<file path="src/nsc_pkg.sv">
// Shared types, character codes and per-character helper functions of the NMEA sentence checker.
// No dependencies; imported by every module of the block.
package nsc_pkg;

    typedef enum logic [2:0] {
        ST_OK       = 3'd0,
        ST_SHORT    = 3'd1,
        ST_NODOLLAR = 3'd2,
        ST_NOSTAR   = 3'd3,
        ST_NOCSUM   = 3'd4,
        ST_BADCSUM  = 3'd5,
        ST_OVERFLOW = 3'd6
    } line_status_t;

    typedef enum logic [1:0] {
        KIND_OTHER = 2'd0,
        KIND_GGA   = 2'd1,
        KIND_VTG   = 2'd2,
        KIND_RMC   = 2'd3
    } kind_t;

    typedef enum logic [1:0] {
        PH_WS   = 2'd0,
        PH_DIG  = 2'd1,
        PH_DONE = 2'd2
    } phase_t;

    localparam logic [7:0] CH_LF     = 8'h0A;
    localparam logic [7:0] CH_CR     = 8'h0D;
    localparam logic [7:0] CH_DOLLAR = 8'h24;
    localparam logic [7:0] CH_STAR   = 8'h2A;
    localparam logic [7:0] CH_COMMA  = 8'h2C;
    localparam logic [7:0] CH_PLUS   = 8'h2B;
    localparam logic [7:0] CH_MINUS  = 8'h2D;

    // Comma fields holding fix quality and satellite count in a GGA sentence.
    localparam logic [3:0] FIELD_QUALITY = 4'd6;
    localparam logic [3:0] FIELD_SATS    = 4'd7;
    localparam logic [3:0] COMMA_SAT     = 4'd8;

    localparam int PREFIX_LEN = 6;
    localparam int MIN_LEN    = 4;

    typedef logic [0:7][7:0] tag_t;
    localparam tag_t TAG_GGA = {"$GPGGA", 16'h0};
    localparam tag_t TAG_VTG = {"$GPVTG", 16'h0};
    localparam tag_t TAG_RMC = {"$GPRMC", 16'h0};

    localparam int QUEUE_DEPTH = 2;

    typedef struct packed {
        phase_t     ph;
        logic [8:0] acc;    // saturates at 256
        logic       neg;
        logic       any;
    } parse_t;

    localparam parse_t PARSE_INIT = '{ph: PH_WS, acc: 9'd0, neg: 1'b0, any: 1'b0};

    // Summary of one finished line, handed from front to back.
    typedef struct packed {
        logic       ovf;
        logic       short_line;
        logic [7:0] b0;
        logic [7:0] w1;     // last character
        logic [7:0] w2;     // second to last
        logic [7:0] w3;     // third to last
        logic [7:0] csum;
        kind_t      kind;
        logic       q_any;
        logic [7:0] q_val;
        logic       s_any;
        logic [7:0] s_val;
    } line_rec_t;

    function automatic logic is_space(logic [7:0] c);
        return c inside {8'h20, [8'd9:8'd13]};
    endfunction

    function automatic logic is_digit(logic [7:0] c);
        return c inside {[8'h30:8'h39]};
    endfunction

    // Returns {valid, value}.
    function automatic logic [4:0] hex_val(logic [7:0] c);
        logic [4:0] r;
        r = 5'd0;
        if (c inside {[8'h30:8'h39]})
            r = {1'b1, 4'(c - 8'h30)};
        else if (c inside {[8'h61:8'h66]})
            r = {1'b1, 4'(c - 8'h57)};
        else if (c inside {[8'h41:8'h46]})
            r = {1'b1, 4'(c - 8'h37)};
        return r;
    endfunction

    // One character of a decimal field: skip spaces, optional sign, digits.
    function automatic parse_t parse_step(parse_t p, logic [7:0] c);
        parse_t     r;
        logic [12:0] prod;
        r = p;
        prod = 13'(p.acc) * 13'd10 + 13'(c - 8'h30);
        case (p.ph)
            PH_WS:
            begin
                if (is_space(c))
                    r.ph = PH_WS;
                else if (c == CH_PLUS || c == CH_MINUS)
                begin
                    r.neg = (c == CH_MINUS);
                    r.ph  = PH_DIG;
                end
                else if (is_digit(c))
                begin
                    r.acc = 9'(c - 8'h30);
                    r.any = 1'b1;
                    r.ph  = PH_DIG;
                end
                else
                    r.ph = PH_DONE;
            end
            PH_DIG:
            begin
                if (is_digit(c))
                begin
                    r.acc = (prod > 13'd255) ? 9'd256 : prod[8:0];
                    r.any = 1'b1;
                end
                else
                    r.ph = PH_DONE;
            end
            default:
                r.ph = PH_DONE;
        endcase
        return r;
    endfunction

    function automatic logic [7:0] parse_value(parse_t p);
        if (p.neg)
            return 8'd0;
        return p.acc[8] ? 8'd255 : p.acc[7:0];
    endfunction

endpackage

</file>
<file path="src/nsc_front.sv">
// Front end: takes one character per cycle while accept is high and keeps a running summary of the line.
// Depends on nsc_pkg; pushes one line_rec_t into the queue per line feed or overflow.
module nsc_front #(
    parameter int LINE_CAPACITY = 256
) (
    input  logic               clk,
    input  logic               rst_n,
    input  logic               accept,
    input  logic [7:0]         rx_byte,
    output logic               push,
    output nsc_pkg::line_rec_t rec
);
    import nsc_pkg::*;

    localparam int LEN_W = $clog2(LINE_CAPACITY);

    // Raw count includes trailing carriage returns not yet known to be part of the line.
    logic [LEN_W-1:0] raw_len_reg, raw_len_next;
    logic [LEN_W-1:0] com_len_reg, com_len_next;
    logic [7:0]       b0_reg, b0_next;
    logic [7:0]       w1_reg, w1_next;
    logic [7:0]       w2_reg, w2_next;
    logic [7:0]       w3_reg, w3_next;
    logic [7:0]       x_reg, x_next;
    logic [2:0]       pfx_reg, pfx_next;      // gga, vtg, rmc still matching
    logic [3:0]       commas_reg, commas_next;
    parse_t           prs_reg [2];
    parse_t           prs_next [2];

    logic [LEN_W-1:0] run_len;
    logic             has_run;
    logic             is_lf;
    logic             is_cr;
    logic             ovf;
    logic [7:0]       a1, a2;
    parse_t           p_run;
    logic [2:0]       pos;

    always_comb
    begin
        run_len = raw_len_reg - com_len_reg;
        has_run = (run_len != '0);
        is_lf   = (rx_byte == CH_LF);
        is_cr   = (rx_byte == CH_CR);
        ovf     = !is_lf && (raw_len_reg == LEN_W'(LINE_CAPACITY - 2));
        pos     = raw_len_reg[2:0];

        raw_len_next = raw_len_reg;
        com_len_next = com_len_reg;
        b0_next      = b0_reg;
        w1_next      = w1_reg;
        w2_next      = w2_reg;
        w3_next      = w3_reg;
        x_next       = x_reg;
        pfx_next     = pfx_reg;
        commas_next  = commas_reg;
        prs_next     = prs_reg;
        p_run        = PARSE_INIT;

        // Window after committing the pending carriage returns.
        if (!has_run)
        begin
            a1 = w1_reg;
            a2 = w2_reg;
        end
        else if (run_len == LEN_W'(1))
        begin
            a1 = CH_CR;
            a2 = w1_reg;
        end
        else
        begin
            a1 = CH_CR;
            a2 = CH_CR;
        end

        if (accept)
        begin
            if (is_lf || ovf)
            begin
                raw_len_next = '0;
                com_len_next = '0;
                x_next       = 8'd0;
                pfx_next     = 3'b111;
                commas_next  = 4'd0;
                prs_next[0]  = PARSE_INIT;
                prs_next[1]  = PARSE_INIT;
            end
            else if (is_cr)
                raw_len_next = raw_len_reg + LEN_W'(1);
            else
            begin
                // Commit the pending carriage returns, then this character.
                raw_len_next = raw_len_reg + LEN_W'(1);
                com_len_next = raw_len_reg + LEN_W'(1);
                if (com_len_reg == '0)
                    b0_next = has_run ? CH_CR : rx_byte;
                w1_next = rx_byte;
                w2_next = a1;
                w3_next = a2;
                x_next  = x_reg ^ (run_len[0] ? CH_CR : 8'd0) ^ rx_byte;

                if (has_run && com_len_reg < LEN_W'(PREFIX_LEN))
                    pfx_next = 3'b000;
                if (raw_len_reg < LEN_W'(PREFIX_LEN))
                begin
                    if (rx_byte != TAG_GGA[pos])
                        pfx_next[2] = 1'b0;
                    if (rx_byte != TAG_VTG[pos])
                        pfx_next[1] = 1'b0;
                    if (rx_byte != TAG_RMC[pos])
                        pfx_next[0] = 1'b0;
                end

                for (int i = 0; i < 2; i++)
                begin
                    if (commas_reg == FIELD_QUALITY + 4'(i))
                    begin
                        p_run       = has_run ? parse_step(prs_reg[i], CH_CR) : prs_reg[i];
                        prs_next[i] = parse_step(p_run, rx_byte);
                    end
                end

                if (rx_byte == CH_COMMA && commas_reg != COMMA_SAT)
                    commas_next = commas_reg + 4'd1;
            end
        end
    end

    always_comb
    begin
        push           = accept && (is_lf || ovf);
        rec.ovf        = !is_lf;
        rec.short_line = (com_len_reg < LEN_W'(MIN_LEN));
        rec.b0         = b0_reg;
        rec.w1         = w1_reg;
        rec.w2         = w2_reg;
        rec.w3         = w3_reg;
        rec.csum       = x_reg ^ b0_reg ^ w1_reg ^ w2_reg ^ w3_reg;
        rec.kind       = KIND_OTHER;
        if (com_len_reg >= LEN_W'(PREFIX_LEN))
        begin
            if (pfx_reg[2])
                rec.kind = KIND_GGA;
            else if (pfx_reg[1])
                rec.kind = KIND_VTG;
            else if (pfx_reg[0])
                rec.kind = KIND_RMC;
        end
        rec.q_any = prs_reg[0].any;
        rec.q_val = parse_value(prs_reg[0]);
        rec.s_any = prs_reg[1].any;
        rec.s_val = parse_value(prs_reg[1]);
    end

    always_ff @(posedge clk or negedge rst_n)
    begin
        if (!rst_n)
        begin
            raw_len_reg <= '0;
            com_len_reg <= '0;
            x_reg       <= 8'd0;
            pfx_reg     <= 3'b111;
            commas_reg  <= 4'd0;
            prs_reg[0]  <= PARSE_INIT;
            prs_reg[1]  <= PARSE_INIT;
        end
        else
        begin
            raw_len_reg <= raw_len_next;
            com_len_reg <= com_len_next;
            x_reg       <= x_next;
            pfx_reg     <= pfx_next;
            commas_reg  <= commas_next;
            prs_reg     <= prs_next;
        end
    end

    always_ff @(posedge clk)
    begin
        b0_reg <= b0_next;
        w1_reg <= w1_next;
        w2_reg <= w2_next;
        w3_reg <= w3_next;
    end

    a_commit_le_raw: assert property (@(posedge clk) disable iff (!rst_n)
        com_len_reg <= raw_len_reg)
        else $error("committed length passed raw length");

endmodule

</file>
<file path="src/nsc_queue.sv">
// Two-entry queue of line summaries between front and back.
// Depends on nsc_pkg for line_rec_t and QUEUE_DEPTH.
module nsc_queue (
    input  logic               clk,
    input  logic               rst_n,
    input  logic               push,
    input  nsc_pkg::line_rec_t push_rec,
    input  logic               pop,
    output nsc_pkg::line_rec_t pop_rec,
    output logic               full,
    output logic               empty
);
    import nsc_pkg::*;

    localparam int PTR_W = $clog2(QUEUE_DEPTH);
    localparam int CNT_W = $clog2(QUEUE_DEPTH + 1);

    line_rec_t        entry_reg [QUEUE_DEPTH];
    logic [PTR_W-1:0] wr_ptr_reg, wr_ptr_next;
    logic [PTR_W-1:0] rd_ptr_reg, rd_ptr_next;
    logic [CNT_W-1:0] count_reg, count_next;

    always_comb
    begin
        full        = (count_reg == CNT_W'(QUEUE_DEPTH));
        empty       = (count_reg == '0);
        pop_rec     = entry_reg[rd_ptr_reg];
        wr_ptr_next = push ? wr_ptr_reg + PTR_W'(1) : wr_ptr_reg;
        rd_ptr_next = pop ? rd_ptr_reg + PTR_W'(1) : rd_ptr_reg;
        count_next  = count_reg + CNT_W'(push) - CNT_W'(pop);
    end

    always_ff @(posedge clk or negedge rst_n)
    begin
        if (!rst_n)
        begin
            wr_ptr_reg <= '0;
            rd_ptr_reg <= '0;
            count_reg  <= '0;
        end
        else
        begin
            wr_ptr_reg <= wr_ptr_next;
            rd_ptr_reg <= rd_ptr_next;
            count_reg  <= count_next;
        end
    end

    always_ff @(posedge clk)
    begin
        if (push)
            entry_reg[wr_ptr_reg] <= push_rec;
    end

    a_no_push_full: assert property (@(posedge clk) disable iff (!rst_n)
        !(push && full))
        else $error("push into full queue");

    a_no_pop_empty: assert property (@(posedge clk) disable iff (!rst_n)
        !(pop && empty))
        else $error("pop from empty queue");

endmodule

</file>
<file path="src/nsc_back.sv">
// Back end: finishes the check of a line summary, updates the held GGA values and
// drives the result register. Depends on nsc_pkg.
module nsc_back (
    input  logic               clk,
    input  logic               rst_n,
    input  logic               empty,
    input  nsc_pkg::line_rec_t rec,
    output logic               pop,
    output logic               out_valid,
    input  logic               out_ready,
    output logic [31:0]        out_data
);
    import nsc_pkg::*;

    logic         valid_reg, valid_next;
    line_status_t status_reg, status_next;
    kind_t        kind_reg, kind_next;
    logic [7:0]   csum_reg, csum_next;
    logic [7:0]   quality_reg, quality_next;
    logic [7:0]   sats_reg, sats_next;

    logic [4:0]   h0, h1;
    logic [7:0]   v;
    logic         v_ok;

    always_comb
    begin
        pop = !empty && (!valid_reg || out_ready);

        h0   = hex_val(rec.w2);
        h1   = hex_val(rec.w1);
        v    = 8'd0;
        v_ok = 1'b1;
        if (h0[4])
            v = h1[4] ? {h0[3:0], h1[3:0]} : {4'd0, h0[3:0]};
        else if ((is_space(rec.w2) || rec.w2 == CH_PLUS) && h1[4])
            v = {4'd0, h1[3:0]};
        else if (rec.w2 == CH_MINUS && h1[4])
            v = 8'(-{4'd0, h1[3:0]});     // matches only a zero digit
        else
            v_ok = 1'b0;

        status_next  = ST_OK;
        kind_next    = KIND_OTHER;
        csum_next    = 8'd0;
        quality_next = quality_reg;
        sats_next    = sats_reg;

        if (rec.ovf)
            status_next = ST_OVERFLOW;
        else if (rec.short_line)
            status_next = ST_SHORT;
        else if (rec.b0 != CH_DOLLAR)
            status_next = ST_NODOLLAR;
        else if (rec.w3 != CH_STAR)
            status_next = ST_NOSTAR;
        else
        begin
            csum_next = rec.csum;
            if (!v_ok)
                status_next = ST_NOCSUM;
            else if (v != rec.csum || (rec.w2 == CH_MINUS && h1[3:0] != 4'd0))
                status_next = ST_BADCSUM;
            else
            begin
                kind_next = rec.kind;
                if (rec.kind == KIND_GGA)
                begin
                    if (rec.q_any)
                        quality_next = rec.q_val;
                    if (rec.s_any)
                        sats_next = rec.s_val;
                end
            end
        end

        if (pop)
            valid_next = 1'b1;
        else if (out_ready)
            valid_next = 1'b0;
        else
            valid_next = valid_reg;

        out_valid = valid_reg;
        out_data  = {3'd0, sats_reg, quality_reg, csum_reg, kind_reg, status_reg};
    end

    always_ff @(posedge clk or negedge rst_n)
    begin
        if (!rst_n)
        begin
            valid_reg   <= 1'b0;
            quality_reg <= 8'd0;
            sats_reg    <= 8'd0;
        end
        else
        begin
            valid_reg <= valid_next;
            if (pop)
            begin
                quality_reg <= quality_next;
                sats_reg    <= sats_next;
            end
        end
    end

    always_ff @(posedge clk)
    begin
        if (pop)
        begin
            status_reg <= status_next;
            kind_reg   <= kind_next;
            csum_reg   <= csum_next;
        end
    end

    a_kind_only_ok: assert property (@(posedge clk) disable iff (!rst_n)
        (valid_reg && kind_reg != KIND_OTHER) |-> (status_reg == ST_OK))
        else $error("sentence kind reported on a failed line");

endmodule

</file>
<file path="src/nmea_sentence_checker_top.sv">
// NMEA 0183 sentence checker: receives a character stream and reports one result per line.
// Top level; instantiates nsc_front, nsc_queue and nsc_back, depends on nsc_pkg.
//
// Usage:
//   s_axis carries one received character per transfer (tdata[7:0]). A line feed ends a
//   line; one result then appears on m_axis. A line that reaches LINE_CAPACITY-1
//   characters without a line feed is dropped and gives an overflow result.
//   Other characters give no result.
//   The queue entry of a line is written at the edge that accepts its line feed; the back
//   result register takes it when the back end pops the entry, and the result is then valid.
//   One character is taken per cycle while s_axis_tready is high. The front folds each
//   character into a running summary (length, first and last three characters, XOR,
//   prefix match, GGA field parsers), so no line is stored or rescanned.
//   A two-entry queue lies between front and back. When m_axis stalls, results wait in
//   the result register and the queue; s_axis_tready drops only while the queue is full.
//   Reset: the line under collection is discarded and the held fix quality and
//   satellite count go to zero. The block is ready once reset is released.
module nmea_sentence_checker_top #(
    parameter int LINE_CAPACITY = 256
) (
    input  logic        clk,
    input  logic        rst_n,
    input  logic        s_axis_tvalid,
    output logic        s_axis_tready,
    input  logic [7:0]  s_axis_tdata,   // [7:0] rx_byte
    output logic        m_axis_tvalid,
    input  logic        m_axis_tready,
    output logic [31:0] m_axis_tdata    // [2:0] line_status, [4:3] sentence_kind,
                                        // [12:5] computed_checksum, [20:13] fix_quality,
                                        // [28:21] satellite_count, [31:29] zero
);
    import nsc_pkg::*;

    logic      accept;
    logic      push;
    logic      pop;
    logic      q_full;
    logic      q_empty;
    line_rec_t push_rec;
    line_rec_t pop_rec;

    assign s_axis_tready = !q_full;
    assign accept        = s_axis_tvalid && s_axis_tready;

    nsc_front #(
        .LINE_CAPACITY(LINE_CAPACITY)
    ) u_front (
        .clk     (clk),
        .rst_n   (rst_n),
        .accept  (accept),
        .rx_byte (s_axis_tdata),
        .push    (push),
        .rec     (push_rec)
    );

    nsc_queue u_queue (
        .clk      (clk),
        .rst_n    (rst_n),
        .push     (push),
        .push_rec (push_rec),
        .pop      (pop),
        .pop_rec  (pop_rec),
        .full     (q_full),
        .empty    (q_empty)
    );

    nsc_back u_back (
        .clk       (clk),
        .rst_n     (rst_n),
        .empty     (q_empty),
        .rec       (pop_rec),
        .pop       (pop),
        .out_valid (m_axis_tvalid),
        .out_ready (m_axis_tready),
        .out_data  (m_axis_tdata)
    );

endmodule

</file>
<file path="config.mk">
export PLATFORM = sky130hd
export DESIGN_NAME = nmea_sentence_checker_top
export DESIGN_NICKNAME = d
export VERILOG_FILES = /design/src/nsc_pkg.sv /design/src/nsc_front.sv /design/src/nsc_queue.sv /design/src/nsc_back.sv /design/src/nmea_sentence_checker_top.sv
export SDC_FILE = /design/constraint.sdc
export NUM_CORES = 1
export LEC_CHECK = 0
export ABC_CLOCK_PERIOD_IN_PS = 8000
export BUFFER_PORTS_ARGS = -buffer_cell sky130_fd_sc_hd__buf_2
export CAP_MARGIN = 20
export CORE_UTILIZATION = 45
export CTS_CLUSTER_SIZE = 40
export DETAILED_ROUTE_END_ITERATION = 8
export PLACE_DENSITY = 0.67
export SYNTH_ARGS = -nofsm -noshare
export SYNTH_HDL_FRONTEND = slang
export SYNTH_SLANG_ARGS = --single-unit
export TNS_END_PERCENT = 20
</file>
<file path="constraint.sdc">
create_clock -name clk -period 8 [get_ports clk]
set_input_delay 0 -clock clk [delete_from_list [all_inputs] [get_ports clk]]
set_output_delay 0 -clock clk [all_outputs]
set_load 0.03 [all_outputs]
</file>
==> results of run 1 <==
==> area by class of cell <==
class / count / area share (%)
well taps: 396 / 3.20
inverters: 59 / 1.43
flip-flops and latches: 247 / 45.4
repair buffers: 64 / 2.78
clock inverters: 19 / 1.03
multi-input cells: 902 / 41.9
clock buffers: 29 / 4.27
==> power groups by stage <==
stage          clock, mW  combinational [mW]  sequential, mW
3_3_place_gp           0                1.23            1.72
2_1_floorplan          0               0.984            1.67
3_5_place_dp           0                1.26            1.73
6_report            1.15                1.27            1.71
5_1_grt             1.22                1.41            1.73
4_1_cts             1.17                1.27            1.71
==> worst paths after layout <==
check | start | end | slack [ns] | cells after the start
max reg2reg | u_queue.rd_ptr_reg | u_back.sats_reg[7] | 3.31 | 14
min in group asynchronous | rst_n | u_front.prs_reg[9] | 0.20 | 3
min | s_axis_tdata[2] | u_front.w1_reg[2] | 0.02 | 1
min reg2reg | u_front.rec[8] | u_queue.entry_reg[1][8] | 0.47 | 0
max in group asynchronous | rst_n | u_front.com_len_reg[5] | 7.17 | 4
max | u_queue.rd_ptr_reg | u_back.sats_reg[7] | 3.31 | 14
==> per-layer routing <==
metal / GRT usage, % / up-vias
li1: - / 4681
met1: 29.7 / 4668
met2: 32.7 / 258
met3: 2.59 / 35
met4: 4.02 / 0
met5: 0 / -
==> cells by family after synthesis <==
group,share of synthesized area [%]
AO/OA/AOI/OAI,13.0
XOR/XNOR,5.91
adder cells (fa/ha/maj),8.18
buffers and inverters,2.98
flip-flops,50.5
multiplexers,5.41
other,0.0269
AND/OR/NAND/NOR,14.0
==> cells in the mapped netlist (all sizes together), types with 22 or more instances <==
cell    number
mux2        39
inv         57
xor2        27
dfrtp       75
clkbuf      29
ha          83
nand3       30
nand2       88
o21ai       75
edfxtp     169
mux2i       31
nor2b       22
a21oi       62
xnor2       67
nor2       113
==> layout by cell type, fill, tap and decap left out, types with 27 or more instances in the layout <==
cell,instances
edfxtp_1,169
nor2_1,112
nand2_1,88
ha_1,83
dfrtp_1,74
o21ai_0,70
xnor2_1,67
a21oi_1,62
inv_1,57
buf_2,41
mux2i_1,30
mux2_2,30
nand3_1,29
xor2_1,27
==> repair_timing <==
action                    in CTS  in global routing
gates resized for setup        0                  0
hold buffers                  10                  0
hold endpoints to repair      55                  0
==> per-stage QoR <==
step / util [%] / instance area, sq um / std cells
after floorplan: - / 13900 / 1250
after global placement: 47.6 / 14500 / 1656
after detailed placement: 47.7 / 14600 / 1657
after CTS: 50.7 / 15500 / 1715
after global routing: 50.8 / 15500 / 1716
final: 50.8 / 15500 / 1716
==> flow_summary.toml, run 1 <==
[cts]
cts.path.max_buffers = 3
htree_levels = 1
clock-sinks = 247
cts.reportedPaths.clkPinSlew_ns = 0.06
insertion_delay_ns = 0.53
cts_root_buf = "clkbuf_16"
cts_tree = "built"
cts_buffers = 26
cts_setup_buffers = 0

[layout]
nNetsFinal = 1400
ff_latch_area_sq_um = 7030
synthToLayoutAreaGrowth_pct = 11.3
largest_reg_flops = 124
multi_input_area_sq_um = 6490
diodes = 0
fill_cells = 2656
layout-drive-gt1-share_pct = 11.8

[detailed_routing]
dr_wl_met3_mm = 1.60
drc = 0
routedWlPerCell_um = 18.3
routedLengthMet1_mm = 14.9
top_layer = "met4"
ant_nets = 0
vias = 9642
drt-initial-drc-count = 766
route.met2.wl_mm = 14.4
finalWirelength_mm = 31.4
vias_per_cell = 5.62
dr.pass1.iters = 6

[worst_setup_path]
cp_cell_sequence = "nand2b_1 > and2_1 > inv_1 > ha_1 > or2_2 > a21o_1 > a21boi_1 > a22oi_1 > ha_1 > nor3_1 > or4_4 > a211oi_4 > nand4_4 > mux2_1"
cp_slowest_cell = "dfrtp_2"
crit_path_max_fanout = 47
cp.required_ns = 8.41
cp-end-kind = "flip-flop"
cpMostUsedCell = "ha_1"
path_buf_inv = 1
arrival_ns = 5.10
cp-start-kind = "flip-flop"
worst_path_largest_cell_delay_ns = 0.99
crit_family = "simple AND/OR/NAND/NOR gates"
worst-setup-path-type = "flip-flop to flip-flop"

[sta]
finalSetupViolations = 0
relSlewSlack_pct = 35.0
tns_ns = 0
rsz0062_at_grt = "false"
drv_slew = 0
worst_slack_ns = 3.31
hold_slack_ns = 0.0188
hold_viol = 0
max_freq_mhz = 213
worst_pin_slew_ns = 0.973
min_period_over_period_pct = 58.6
fin_crit_ns = 4.69
fin_skew_ns = 0.00968

[floorplan]
ios = 46
num_rows = 64
initial_utilization_pct = 45.6
die_h_um = 178
die_area_sq_um = 31700
fp.dieW_um = 178
core-area_sq_um = 30500

[outcome]
status = "completed"

[power]
ir_drop_uv = 152
leakage_nw = 6.26
pwr-share-comb_pct = 30.8
seq_power_share_pct = 41.4
power.total_mw = 4.12
clockPowerShare_pct = 27.8
swShare_pct = 34.5
switchingPower_mw = 1.42
power_density_nw_per_um2 = 266
cellInternalPower_mw = 2.70

[synth]
ys_types = 91
synthesis.area_sq_um = 13900
yosysWarnings = 0
synthCells = 1248
synth_top_area_share_pct = 36.4
synth_seq_area_share_pct = 50.5
synth.ff_latch_count = 247
synth_edf_count = 169
synth.area.top_cells = "edfxtp_1, dfrtp_1, ha_1, xnor2_1, nor2_1"
synth_largest_area_cell = "edfxtp_1"
ys_async_sr_fraction_pct = 31.6
syn_area_per_cell_sq_um = 11.2
ys.flop_type = "edfxtp_1"

[global_route]
grt_usage_pct = 20.4
overflow = 0
grt_pass1_vias = 9374
grt_pass1_wl_mm = 50.4
grt_max_degree = 63
antenna_found_initial = 0

[placement]
port_buffers = 42
gp_congestion = 0.919
dpl.hpwl_mm = 22.9
post-place-ws_ns = 3.29

[job]
drv_cap = 0

[min_path]
hp-class = "input pin to flip-flop"
(Power assumes the default switching activity.)
==> inputs of run 2 (changes only) <==
--- a/config.mk
+++ b/config.mk
@@ -5,7 +5,7 @@
 export SDC_FILE = /design/constraint.sdc
 export NUM_CORES = 1
 export LEC_CHECK = 0
-export ABC_CLOCK_PERIOD_IN_PS = 8000
+export ABC_CLOCK_PERIOD_IN_PS = 4700
 export BUFFER_PORTS_ARGS = -buffer_cell sky130_fd_sc_hd__buf_2
 export CAP_MARGIN = 20
 export CORE_UTILIZATION = 45
==> constraint.sdc (replaced) <==
create_clock -name clk -period 4.7 [get_ports clk]
set_input_delay 0 -clock clk [delete_from_list [all_inputs] [get_ports clk]]
set_output_delay 0 -clock clk [all_outputs]
set_load 0.03 [all_outputs]
==> flow_summary.toml, run 2 (same netlist as run 1, synthesis figures left out) <==
[global_route]
antenna_found_initial = 0
grt_usage_pct = 20.3
grt_pass1_wl_mm = 50.0
grt_pass1_vias = 9190
grt_max_degree = 63
overflow = 0

[power]
power_density_nw_per_um2 = 458
leakage_nw = 6.35
power.total_mw = 7.17
ir_drop_uv = 270

[sta]
min_period_over_period_pct = 90.8
hold_viol = 0
relSlewSlack_pct = 43.2
drv_slew = 0
max_freq_mhz = 234
worst_slack_ns = 0.431
fin_skew_ns = 0.0163
finalSetupViolations = 0
rsz0062_at_grt = "false"
fin_crit_ns = 4.27
worst_pin_slew_ns = 0.852
tns_ns = 0

[detailed_routing]
top_layer = "met4"
dr_wl_met3_mm = 1.56
route.met2.wl_mm = 14.4
drc = 0
routedWlPerCell_um = 18.3
dr.pass1.iters = 5
routedLengthMet1_mm = 15.2
finalWirelength_mm = 31.7
ant_nets = 0
vias_per_cell = 5.55
vias = 9604
drt-initial-drc-count = 733

[worst_setup_path]
worst-setup-path-type = "flip-flop to flip-flop"
arrival_ns = 4.72
crit_path_max_fanout = 7
cp.required_ns = 5.15
cp-start-kind = "flip-flop"
cp_slowest_cell = "dfrtp_1"
worst_path_largest_cell_delay_ns = 0.42
cp_cell_sequence = "ha_1 > ha_1 > a21o_1 > a21oi_1 > o21bai_1 > a21oi_1 > o21bai_1 > a21oi_1 > xnor2_1 > ha_1 > xor2_1 > nor3_1 > a31oi_1 > or4_1 > a21oi_1 > a21oi_1 > nand4b_1 > buf_4 > o2bb2ai_1"
cp-end-kind = "flip-flop"
cpMostUsedCell = "a21oi_1"

[layout]
fin_area_sq_um = 15600
synthToLayoutAreaGrowth_pct = 12.3
fill_cells = 2701
nNetsFinal = 1414
layout-drive-gt1-share_pct = 12.7
diodes = 0
most-common-layout-cells = "edfxtp_1, nor2_1, nand2_1"
largest_reg_flops = 124
mostFrequentLayoutCell = "edfxtp_1"

[job]
drv_cap = 0

[placement]
port_buffers = 42
dpl.hpwl_mm = 23.1
post-place-ws_ns = 0.116
gp_congestion = 0.911
dpl-instance-area_sq_um = 14600

[cts]
clock-sinks = 247
insertion_delay_ns = 0.53
cts_tree = "built"
cts.reportedPaths.clkPinSlew_ns = 0.06
cts_root_buf = "clkbuf_16"
htree_levels = 1
cts.path.max_buffers = 3
cts_buffers = 26

[floorplan]
initial_utilization_pct = 45.6
num_rows = 64
die_area_sq_um = 31700
ios = 46
die_h_um = 178
core-area_sq_um = 30500
fp.dieW_um = 178

[outcome]
status = "completed"

[min_path]
hp-class = "input pin to flip-flop"
run 2: critical path: cells and delay by family, from the launching register on:
family	cells	cell delay [ns]
AO/OA/AOI/OAI	10	1.54
adder cells (fa/ha/maj)	3	0.98
AND/OR/NAND/NOR	3	0.72
flip-flops	1	0.42
XOR/XNOR	2	0.33
buffers and inverters	1	0.19
run 2: final cells by class:
cell class | instances | area (sq um) | area share [%]
Multi-Input combinational cell | 902 | 6500 | 41.6
Sequential cell | 247 | 7030 | 45.0
Inverter | 59 | 221 | 1.42
Timing Repair Buffer | 78 | 523 | 3.34
Clock inverter | 14 | 185 | 1.18
Tap cell | 396 | 495 | 3.17
Clock buffer | 34 | 681 | 4.35
run 2: routing by layer:
metal  track usage, %  vias up
met1             29.2     4648
met2             32.3      206
met5                0        -
met3             2.78       41
met4             4.99        0
li1                 -     4709
run 2: worst paths after layout:
check,endpoint,startpoint,slack (ns),cells past startpoint
hold / removal,u_front.raw_len_reg[6],s_axis_tvalid,0.06,4
setup reg to reg,u_front.prs_reg[17],u_front.prs_reg[17],0.43,19
setup / recovery,u_front.prs_reg[17],u_front.prs_reg[17],0.43,19
hold reg to reg,u_back.quality_reg[2],u_back.quality_reg[2],0.49,1
max in group asynchronous,u_queue.rd_ptr_reg,rst_n,3.36,4
min in group asynchronous,u_front.commas_reg[3],rst_n,0.49,4
run 2: stage by stage:
step	cells	hold WS (ns)	util, %
after CTS	1729	0.0500	51.2
final	1730	0.0602	51.3
after global placement	1669	-0.0633	47.9
after floorplan	1250	-0.296	-
after global routing	1730	0.0947	51.3
after detailed placement	1669	-0.0657	47.9
run 2: power by group:
| group | total, mW | internal, mW | switching [mW] |
|---|---|---|---|
| Combinational | 2.25 | 0.883 | 1.37 |
| Sequential | 2.84 | 2.61 | 0.226 |
| Clock | 2.08 | 1.24 | 0.836 |
| Total | 7.17 | 4.74 | 2.43 |
run 2: what timing repair did:
action,in CTS,in global routing
resized for setup,0,3
setup buffers,0,1
endpoints found under the setup margin,0,14
endpoints found under the hold margin,43,0
hold buffers,12,0
